`src/sv/mvo_pkg.sv`:
```
package mvo_pkg;

  localparam int SAMPLE_RATE_HZ   = 48000;
  localparam int SINE_TABLE_DEPTH = 1024;
  localparam int SINE_IDX_W       = $clog2(SINE_TABLE_DEPTH);
  localparam int SINE_Q_W         = SINE_IDX_W - 2;
  localparam int SINE_QUARTER     = SINE_TABLE_DEPTH / 4;

  localparam int PHASE_W    = 32;
  localparam int SAMPLE_W   = 16;
  localparam int LEVEL_W    = 16;
  localparam int RF_W       = 16;
  localparam int NOTE_W     = 7;
  localparam int VEL_W      = 7;
  localparam int NOTE_COUNT = 128;
  localparam int APB_ADDR_W = 2;

  localparam int LEVEL_SCALE = 98304;
  localparam int LEVEL_ROUND = 635;
  localparam int LEVEL_DIV   = 1270;

  localparam logic [RF_W-1:0]     RF_ONE   = 16'd32768;
  localparam logic [14:0]         RF_DECAY = 15'd32440;
  localparam logic [RF_W-1:0]     RF_STOP  = 16'd163;
  localparam logic [SAMPLE_W-1:0] WAVE_MAX = 16'h7fff;
  // -32767 in two's complement
  localparam logic [SAMPLE_W-1:0] WAVE_MIN = 16'h8001;

  localparam logic [APB_ADDR_W-1:0] ADDR_WAVE_SHAPE = 2'd0;

  typedef enum logic [1:0] {
    CMD_TICK      = 2'd0,
    CMD_NOTE_ON   = 2'd1,
    CMD_NOTE_OFF  = 2'd2,
    CMD_NOTE_KILL = 2'd3
  } cmd_t;

  typedef enum logic [1:0] {
    WAVE_SINE     = 2'd0,
    WAVE_SQUARE   = 2'd1,
    WAVE_SAW      = 2'd2,
    WAVE_TRIANGLE = 2'd3
  } wave_t;

  typedef enum logic [1:0] {
    ST_IDLE,
    ST_WAVE,
    ST_LEVEL,
    ST_RELEASE
  } state_t;

  typedef struct packed {
    logic note_on;
    logic note_off;
    logic note_kill;
    logic wave_load;
    logic level_load;
    logic emit;
  } dp_cmd_t;

  typedef struct packed {
    logic out_free;
  } dp_status_t;

  typedef logic [PHASE_W-1:0]  step_table_t  [NOTE_COUNT];
  typedef logic [LEVEL_W-1:0]  level_table_t [NOTE_COUNT];
  typedef logic [SAMPLE_W-1:0] sine_table_t  [SINE_QUARTER];

  localparam logic [31:0] SEMITONE_FREQ_Q24 [12] = '{
    32'd137167145, 32'd145323527, 32'd153964914, 32'd163120145,
    32'd172819773, 32'd183096171, 32'd193983637, 32'd205518504,
    32'd217739270, 32'd230686720, 32'd244404066, 32'd258937088
  };

  function automatic step_table_t build_step_table();
    step_table_t tbl;
    logic [63:0] f;
    int n;
    for (int oct = 0; oct < 11; oct++) begin
      for (int s = 0; s < 12; s++) begin
        n = 12 * oct + s;
        if (n < NOTE_COUNT) begin
          f = 64'(SEMITONE_FREQ_Q24[s]) << (oct + 8);
          tbl[n] = 32'((f + 64'(SAMPLE_RATE_HZ / 2)) / 64'(SAMPLE_RATE_HZ));
        end
      end
    end
    return tbl;
  endfunction

  function automatic level_table_t build_level_table();
    level_table_t tbl;
    for (int v = 0; v < NOTE_COUNT; v++) begin
      tbl[v] = 16'((v * LEVEL_SCALE + LEVEL_ROUND) / LEVEL_DIV);
    end
    return tbl;
  endfunction

  // Quarter-wave odd polynomial, Q30 in, Q15 out
  function automatic logic [SAMPLE_W-1:0] sine_entry(int k);
    logic [63:0] x;
    logic [63:0] x2;
    logic [63:0] t;
    logic [63:0] s;
    x  = 64'(k) << (30 - SINE_Q_W);
    x2 = (x * x) >> 30;
    t  = 64'd172271;
    t  = 64'd5026995 - ((x2 * t) >> 30);
    t  = 64'd85569306 - ((x2 * t) >> 30);
    t  = 64'd693598677 - ((x2 * t) >> 30);
    t  = 64'd1686629713 - ((x2 * t) >> 30);
    s  = (x * t) >> 30;
    s  = (s + 64'd16384) >> 15;
    if (s > 64'd32767) s = 64'd32767;
    return s[SAMPLE_W-1:0];
  endfunction

  function automatic sine_table_t build_sine_table();
    sine_table_t tbl;
    for (int k = 0; k < SINE_QUARTER; k++) begin
      tbl[k] = sine_entry(k);
    end
    return tbl;
  endfunction

  localparam step_table_t  STEP_TABLE  = build_step_table();
  localparam level_table_t LEVEL_TABLE = build_level_table();
  localparam sine_table_t  SINE_TABLE  = build_sine_table();

endpackage

```
`src/sv/multiwave_voice_oscillator.sv`:
```
// Note on, note off and note kill commands yield no output.
// A sample tick steps through wave lookup, level multiply and release multiply
// into the output register; the sample is presented when the release step emits it,
// and the next command is taken in the cycle after that, not while a tick is in progress.
// A stalled output holds the tick in its last step until the register frees.
// Synchronous reset silences the voice, clears phase, step, level and release, shape sine.
module multiwave_voice_oscillator import mvo_pkg::*; (
  input  logic                  clk,
  input  logic                  rst,
  input  logic                  s_tvalid,
  output logic                  s_tready,
  input  logic [15:0]           s_tdata,   // note_number[6:0], note_velocity[13:7]
  input  logic [1:0]            s_tuser,   // cmd[1:0]
  output logic                  m_tvalid,
  input  logic                  m_tready,
  output logic [23:0]           m_tdata,   // sample_out[15:0], voice_active[16]
  input  logic                  psel,
  input  logic                  penable,
  input  logic                  pwrite,
  input  logic [APB_ADDR_W-1:0] paddr,
  input  logic [31:0]           pwdata,
  output logic [31:0]           prdata,
  output logic                  pready
);

  logic [1:0]          wave_shape;
  dp_cmd_t             dp_cmd;
  dp_status_t          status;
  logic [SAMPLE_W-1:0] sample_out;
  logic                voice_active;

  assign pready = 1'b1;

  always_ff @(posedge clk) begin
    if (rst) begin
      wave_shape <= WAVE_SINE;
    end else if (psel && penable && pwrite && pready && (paddr == ADDR_WAVE_SHAPE)) begin
      wave_shape <= pwdata[1:0];
    end
  end

  assign prdata = (paddr == ADDR_WAVE_SHAPE) ? {30'd0, wave_shape} : 32'd0;

  mvo_ctrl u_ctrl (
    .clk      (clk),
    .rst      (rst),
    .s_tvalid (s_tvalid),
    .cmd      (cmd_t'(s_tuser)),
    .status   (status),
    .s_tready (s_tready),
    .dp_cmd   (dp_cmd)
  );

  mvo_datapath u_datapath (
    .clk           (clk),
    .rst           (rst),
    .dp_cmd        (dp_cmd),
    .status        (status),
    .note_number   (s_tdata[6:0]),
    .note_velocity (s_tdata[13:7]),
    .wave_shape    (wave_shape),
    .m_tready      (m_tready),
    .m_tvalid      (m_tvalid),
    .sample_out    (sample_out),
    .voice_active  (voice_active)
  );

  assign m_tdata = {7'd0, voice_active, sample_out};

endmodule

```
`src/sv/mvo_ctrl.sv`:
```
module mvo_ctrl import mvo_pkg::*; (
  input  logic       clk,
  input  logic       rst,
  input  logic       s_tvalid,
  input  cmd_t       cmd,
  input  dp_status_t status,
  output logic       s_tready,
  output dp_cmd_t    dp_cmd
);

  state_t state;
  state_t state_next;

  always_ff @(posedge clk) begin
    if (rst) begin
      state <= ST_IDLE;
    end else begin
      state <= state_next;
    end
  end

  always_comb begin
    state_next = state;
    dp_cmd     = '0;
    s_tready   = 1'b0;
    unique case (state)
      ST_IDLE: begin
        s_tready = 1'b1;
        if (s_tvalid) begin
          unique case (cmd)
            CMD_TICK:      state_next = ST_WAVE;
            CMD_NOTE_ON:   dp_cmd.note_on = 1'b1;
            CMD_NOTE_OFF:  dp_cmd.note_off = 1'b1;
            CMD_NOTE_KILL: dp_cmd.note_kill = 1'b1;
          endcase
        end
      end
      ST_WAVE: begin
        dp_cmd.wave_load = 1'b1;
        state_next       = ST_LEVEL;
      end
      ST_LEVEL: begin
        dp_cmd.level_load = 1'b1;
        state_next        = ST_RELEASE;
      end
      ST_RELEASE: begin
        // hold until the output register can take the sample
        if (status.out_free) begin
          dp_cmd.emit = 1'b1;
          state_next  = ST_IDLE;
        end
      end
    endcase
  end

endmodule

```
`src/sv/mvo_datapath.sv`:
```
module mvo_datapath import mvo_pkg::*; (
  input  logic                clk,
  input  logic                rst,
  input  dp_cmd_t             dp_cmd,
  output dp_status_t          status,
  input  logic [NOTE_W-1:0]   note_number,
  input  logic [VEL_W-1:0]    note_velocity,
  input  logic [1:0]          wave_shape,
  input  logic                m_tready,
  output logic                m_tvalid,
  output logic [SAMPLE_W-1:0] sample_out,
  output logic                voice_active
);

  logic [PHASE_W-1:0]  phase_acc;
  logic [PHASE_W-1:0]  phase_step;
  logic [LEVEL_W-1:0]  voice_level;
  logic [RF_W-1:0]     release_factor;
  logic                releasing;
  logic                sounding;

  logic [SAMPLE_W-1:0] wave_val;
  logic [RF_W-1:0]     rf_dec;
  logic [SAMPLE_W-1:0] lvl_mag;
  logic                wave_neg;

  // wave generation
  logic [SINE_IDX_W-1:0] sin_idx;
  logic [1:0]            sin_quad;
  logic [SINE_Q_W-1:0]   sin_low;
  logic [SINE_Q_W-1:0]   sin_k;
  logic [SAMPLE_W-1:0]   sin_mag;
  logic [SAMPLE_W-1:0]   sin_val;
  logic [PHASE_W-1:0]    tri_q;
  logic [PHASE_W-1:0]    tri_d;
  logic signed [17:0]    tri_v;
  logic [SAMPLE_W-1:0]   tri_val;
  logic [SAMPLE_W-1:0]   wave_sel;

  // scaling
  logic [30:0]           dec_prod;
  logic [31:0]           dec_sum;
  logic [SAMPLE_W-1:0]   wave_mag;
  logic [31:0]           lvl_prod;
  logic [32:0]           lvl_sum;
  logic [31:0]           rel_prod;
  logic [31:0]           rel_sum;
  logic [SAMPLE_W-1:0]   fin_mag;
  logic [SAMPLE_W-1:0]   sample_res;
  logic                  rf_stop;
  logic                  active_res;

  assign sin_idx  = phase_acc[PHASE_W-1 -: SINE_IDX_W];
  assign sin_quad = sin_idx[SINE_IDX_W-1 -: 2];
  assign sin_low  = sin_idx[SINE_Q_W-1:0];
  assign sin_k    = sin_quad[0] ? (~sin_low + 1'b1) : sin_low;
  // falling quarter at its start is the peak itself
  assign sin_mag  = (sin_quad[0] && (sin_low == '0)) ? WAVE_MAX : SINE_TABLE[sin_k];
  assign sin_val  = sin_quad[1] ? (~sin_mag + 1'b1) : sin_mag;

  assign tri_q   = phase_acc + 32'h4000_0000;
  assign tri_d   = tri_q[31] ? (tri_q - 32'h8000_0000) : (32'h8000_0000 - tri_q);
  assign tri_v   = 18'sd32768 - $signed({1'b0, tri_d[31:15]});
  assign tri_val = (tri_v > 18'sd32767) ? WAVE_MAX : tri_v[SAMPLE_W-1:0];

  always_comb begin
    unique case (wave_t'(wave_shape))
      WAVE_SINE:     wave_sel = sin_val;
      WAVE_SQUARE:   wave_sel = phase_acc[31] ? WAVE_MIN : WAVE_MAX;
      WAVE_SAW:      wave_sel = {~phase_acc[31], phase_acc[30:16]};
      WAVE_TRIANGLE: wave_sel = tri_val;
    endcase
  end

  assign dec_prod = release_factor * RF_DECAY;
  assign dec_sum  = {1'b0, dec_prod} + 32'd16384;

  assign wave_mag = wave_val[SAMPLE_W-1] ? (~wave_val + 1'b1) : wave_val;
  assign lvl_prod = wave_mag * voice_level;
  assign lvl_sum  = {1'b0, lvl_prod} + 33'd32768;

  assign rel_prod   = lvl_mag * release_factor;
  assign rel_sum    = rel_prod + 32'd16384;
  assign fin_mag    = releasing ? rel_sum[30:15] : lvl_mag;
  assign sample_res = wave_neg ? (~fin_mag + 1'b1) : fin_mag;
  assign rf_stop    = rf_dec <= RF_STOP;
  assign active_res = sounding && !(releasing && rf_stop);

  assign status.out_free = !m_tvalid || m_tready;

  always_ff @(posedge clk) begin
    if (rst) begin
      phase_acc      <= '0;
      phase_step     <= '0;
      voice_level    <= '0;
      release_factor <= '0;
      releasing      <= 1'b0;
      sounding       <= 1'b0;
    end else begin
      if (dp_cmd.note_on) begin
        phase_step     <= STEP_TABLE[note_number];
        voice_level    <= LEVEL_TABLE[note_velocity];
        release_factor <= '0;
        releasing      <= 1'b0;
        sounding       <= 1'b1;
      end else if (dp_cmd.note_off) begin
        if (sounding && !releasing) begin
          release_factor <= RF_ONE;
          releasing      <= 1'b1;
        end
      end else if (dp_cmd.note_kill) begin
        sounding       <= 1'b0;
        releasing      <= 1'b0;
        release_factor <= '0;
        phase_step     <= '0;
      end else if (dp_cmd.wave_load) begin
        if (sounding) phase_acc <= phase_acc + phase_step;
      end else if (dp_cmd.emit && releasing) begin
        if (rf_stop) begin
          sounding       <= 1'b0;
          releasing      <= 1'b0;
          release_factor <= '0;
          phase_step     <= '0;
        end else begin
          release_factor <= rf_dec;
        end
      end
    end
  end

  always_ff @(posedge clk) begin
    if (dp_cmd.wave_load) begin
      // silent voice yields a zero sample
      wave_val <= sounding ? wave_sel : '0;
      rf_dec   <= dec_sum[30:15];
    end
    if (dp_cmd.level_load) begin
      lvl_mag  <= lvl_sum[31:16];
      wave_neg <= wave_val[SAMPLE_W-1];
    end
  end

  always_ff @(posedge clk) begin
    if (rst) begin
      m_tvalid <= 1'b0;
    end else if (dp_cmd.emit) begin
      m_tvalid <= 1'b1;
    end else if (m_tready) begin
      m_tvalid <= 1'b0;
    end
  end

  always_ff @(posedge clk) begin
    if (dp_cmd.emit) begin
      sample_out   <= sample_res;
      voice_active <= active_res;
    end
  end

endmodule

```
`config.mk`:
```
export PLATFORM = sky130hd
export DESIGN_NAME = multiwave_voice_oscillator
export DESIGN_NICKNAME = d
export VERILOG_FILES = /design/src/sv/mvo_pkg.sv /design/src/sv/multiwave_voice_oscillator.sv /design/src/sv/mvo_ctrl.sv /design/src/sv/mvo_datapath.sv
export SDC_FILE = /design/constraint.sdc
export NUM_CORES = 2
export LEC_CHECK = 0
export ABC_AREA = 1
export ABC_CLOCK_PERIOD_IN_PS = 19000
export BUFFER_PORTS_ARGS = -buffer_cell sky130_fd_sc_hd__buf_2
export CORE_MARGIN = 5
export CORE_UTILIZATION = 35
export DETAILED_ROUTE_END_ITERATION = 6
export SYNTH_ARGS = -nofsm -noshare
export SYNTH_HDL_FRONTEND = slang
export SYNTH_HIERARCHICAL = 1
export SYNTH_SLANG_ARGS = --single-unit
export TNS_END_PERCENT = 20
```
`constraint.sdc`:
```
create_clock -name clk -period 19 [get_ports clk]
set_input_delay 2.85 -clock clk [delete_from_list [all_inputs] [get_ports clk]]
set_output_delay 2.85 -clock clk [all_outputs]
set_load 0.01 [all_outputs]
```
==> results.json <==
{
  "ios": 118,
  "grt_overflow": 0,
  "clk_pin_slew_worst_paths_ns": 0.07,
  "critPathLaunch": "u_datapath/wave_val[0]$_SDFFCE_PN0P_",
  "wl_per_cell_um": 18.6,
  "synth-main-ff-cell": "dfxtp_1",
  "fin_setup_tns_ns": 0,
  "synth_largest_area_cell": "fa_1",
  "synth_most_common_cell": "nand2_1",
  "timing.rr.start": "u_datapath/wave_val[0]$_SDFFCE_PN0P_",
  "fin_crit_ns": 8.84,
  "critPathMostFrequentCell": "inv_1",
  "status": "complete, no violations",
  "synth.top_cell.area_share_pct": 22.5,
  "worst_path_largest_cell_delay_ns": 0.71,
  "grt_usage_pct": 22.1,
  "finalWorstSetupSlack_ns": 10.16,
  "clockRootBuffer": "clkbuf_16",
  "ir_drop_mv": 0.128,
  "drt.antenna.violating_nets": 0,
  "cp.required_ns": 19.20,
  "synth_warnings": 6,
  "worstPathMaxFanout": 14,
  "placed_cells": 7176,
  "tightestPinTransition_ns": 1.12,
  "clk_latency_ns": 0.47,
  "ys_async_sr_fraction_pct": 0,
  "layout-drive-gt1-share_pct": 3.69,
  "dr.pass1.iters": 6,
  "hpwl_um": 105000,
  "drt-total-wl_um": 134000,
  "cts_hold_buffers": 0,
  "ys_ff_latch": 166,
  "routed_via_density": 5.28,
  "rsz0062_at_grt": "false",
  "p_total_uw": 4380,
  "power_density_nw_per_um2": 107,
  "die_area_um2": 119000,
  "grt_max_degree": 66,
  "whs_ns": 0.475,
  "final_nets": 6582,
  "rows": 122,
  "fp.dieW_um": 345,
  "core_um2": 111000,
  "synth_common_cells": "nand2_1, inv_1, nor2_1, fa_1, ha_1",
  "leakage_uw": 0.0220,
  "worstSetupPathType": "reg2reg",
  "antenna_found_initial": 2,
  "post_cts_buffers": 0,
  "fin_cells": 7208,
  "cts_max_level": 4,
  "grt_pass1_wl_um": 208000,
  "clock_sinks": 166,
  "crit_slowest_cell": "edfxtp_1",
  "drv_slew": 0,
  "cts_max_path_buffers": 2,
  "cts_made_buffers": 17,
  "hold_violations": 0,
  "critPathLaunchType": "register",
  "place_ws_ns": 10.10,
  "grt_pass1_vias": 36700,
  "fmax_mhz": 113,
  "synth-edff-count": 66,
  "ys_types": 69,
  "crit_path_end_kind": "register",
  "max_cap_viol_count": 0,
  "setup_viol": 0,
  "syn_inst": 5817,
  "portBuffers": 47,
  "die_h_um": 345,
  "syn_area_um2": 39200,
  "yosysSeqAreaShare_pct": 10.2,
  "skew_ns": 0.0220,
  "antenna_cells": 0,
  "cts_tree": "yes",
  "synthTopCellsByArea": "fa_1, nand2_1, ha_1",
  "syn2layout_area_growth_pct": 4.90,
  "max-slew-margin-rel_pct": 25.4,
  "period_share_pct": 46.5,
  "cp.arrival_ns": 9.04,
  "drt-initial-drc-count": 3894,
  "gp_congestion": 1.00,
  "syn_area_per_cell_um2": 6.74,
  "hp-start": "u_datapath/phase_step[2]$_SDFFE_PP0P_",
  "cts_resized": 0,
  "initial_utilization_pct": 35.3,
  "routed-via-count": 38100,
  "route.detailed.drc": 0,
  "hold_class": "reg2reg"
}
## layer usage
layer	share of wire [%]	GRT usage (%)
met1	43	30.3
met2	45	35.6
met3	8.4	3.83
met4	3.5	7.09
met5	0.020	0
## cell families after synthesis
| group | count (synthesis) | share of synthesized area, % |
|---|---|---|
| muxes | 3 | 0.0766 |
| xor gates and xnor gates | 115 | 2.57 |
| DFF | 166 | 10.2 |
| other | 2 | 0.0192 |
| AOI/OAI and AO/OA | 879 | 12.9 |
| and+or+nand+nor | 2432 | 25.6 |
| buffers and inverters | 1404 | 14.2 |
| adders and majority gates | 816 | 34.5 |
## area by class of cell
cell class	instances	area, µm²
multi-input cells	4283	29800
clock inverters	15	154
inverters	1137	4270
clock buffers	17	425
flip-flops and latches	166	3980
well taps	1488	1860
repair buffers	102	648
fillers	12000	69900
## through the flow
step / utilization (%) / cell area, µm²
6_report: 37.1 / 41100
2_1_floorplan: - / 39300
3_3_place_gp: 36.5 / 40500
5_1_grt: 37.1 / 41100
4_1_cts: 37.1 / 41100
3_5_place_dp: 36.5 / 40500
## critical path: cells and delay by family, from the launching register on
| kind | cells | cell delay, ns |
|---|---|---|
| compound gates | 4 | 0.91 |
| xor+xnor | 1 | 0.13 |
| fa+ha+maj | 8 | 3.34 |
| flops | 1 | 0.71 |
| simple gates | 13 | 2.21 |
| buf+inv | 9 | 1.26 |
## power by group
part | switching [µW] | internal, µW | total (µW)
registers | 85.3 | 494 | 579
logic | 2300 | 1160 | 3450
clock network | 173 | 176 | 349
## path summary, 6_finish.rpt
path | endpoint | slack, ns | cells after the start
setup / recovery | u_datapath/lvl_mag[11]$_DFFE_PP_ | 10.16 | 35
hold / removal | u_datapath/phase_step[2]$_SDFFE_PP0P_ | 0.48 | 2
setup reg to reg | u_datapath/lvl_mag[11]$_DFFE_PP_ | 10.16 | 35
hold reg to reg | u_datapath/phase_step[2]$_SDFFE_PP0P_ | 0.48 | 2
## sequential cells by signal, indices dropped and copies added, names as in the netlist
signal	flops
u_datapath/phase_acc	32
u_datapath/phase_step	31
u_datapath/lvl_mag	16
u_datapath/release_factor	16
u_datapath/rf_dec	16
u_datapath/sample_out	16
u_datapath/wave_val	16
u_datapath/voice_level	14
u_ctrl/state	2
wave_shape	2
u_datapath/m_tvalid	1
u_datapath/releasing	1
u_datapath/sounding	1
u_datapath/voice_active	1
u_datapath/wave_neg	1
## layout by cell type, fill, tap and decap left out, drive strengths merged, types with 10 or more instances in the layout
cell type,instances
xor2,80
nor2,502
o22ai,20
edfxtp,66
ha,375
clkbuf,17
nor3,65
a211oi,13
o211ai,54
a21oi,292
conb,38
dfxtp,100
buf,102
o311ai,10
a221oi,11
o31ai,19
or2,11
o21ai,350
a31oi,29
o221ai,18
inv,1133
nor4,12
o2111ai,14
fa,441
nand4,47
xnor2,35
clkinv,19
nand3b,11
nand3,312
nand2,1465
No activity file was read; power rests on OpenSTA's default activity.
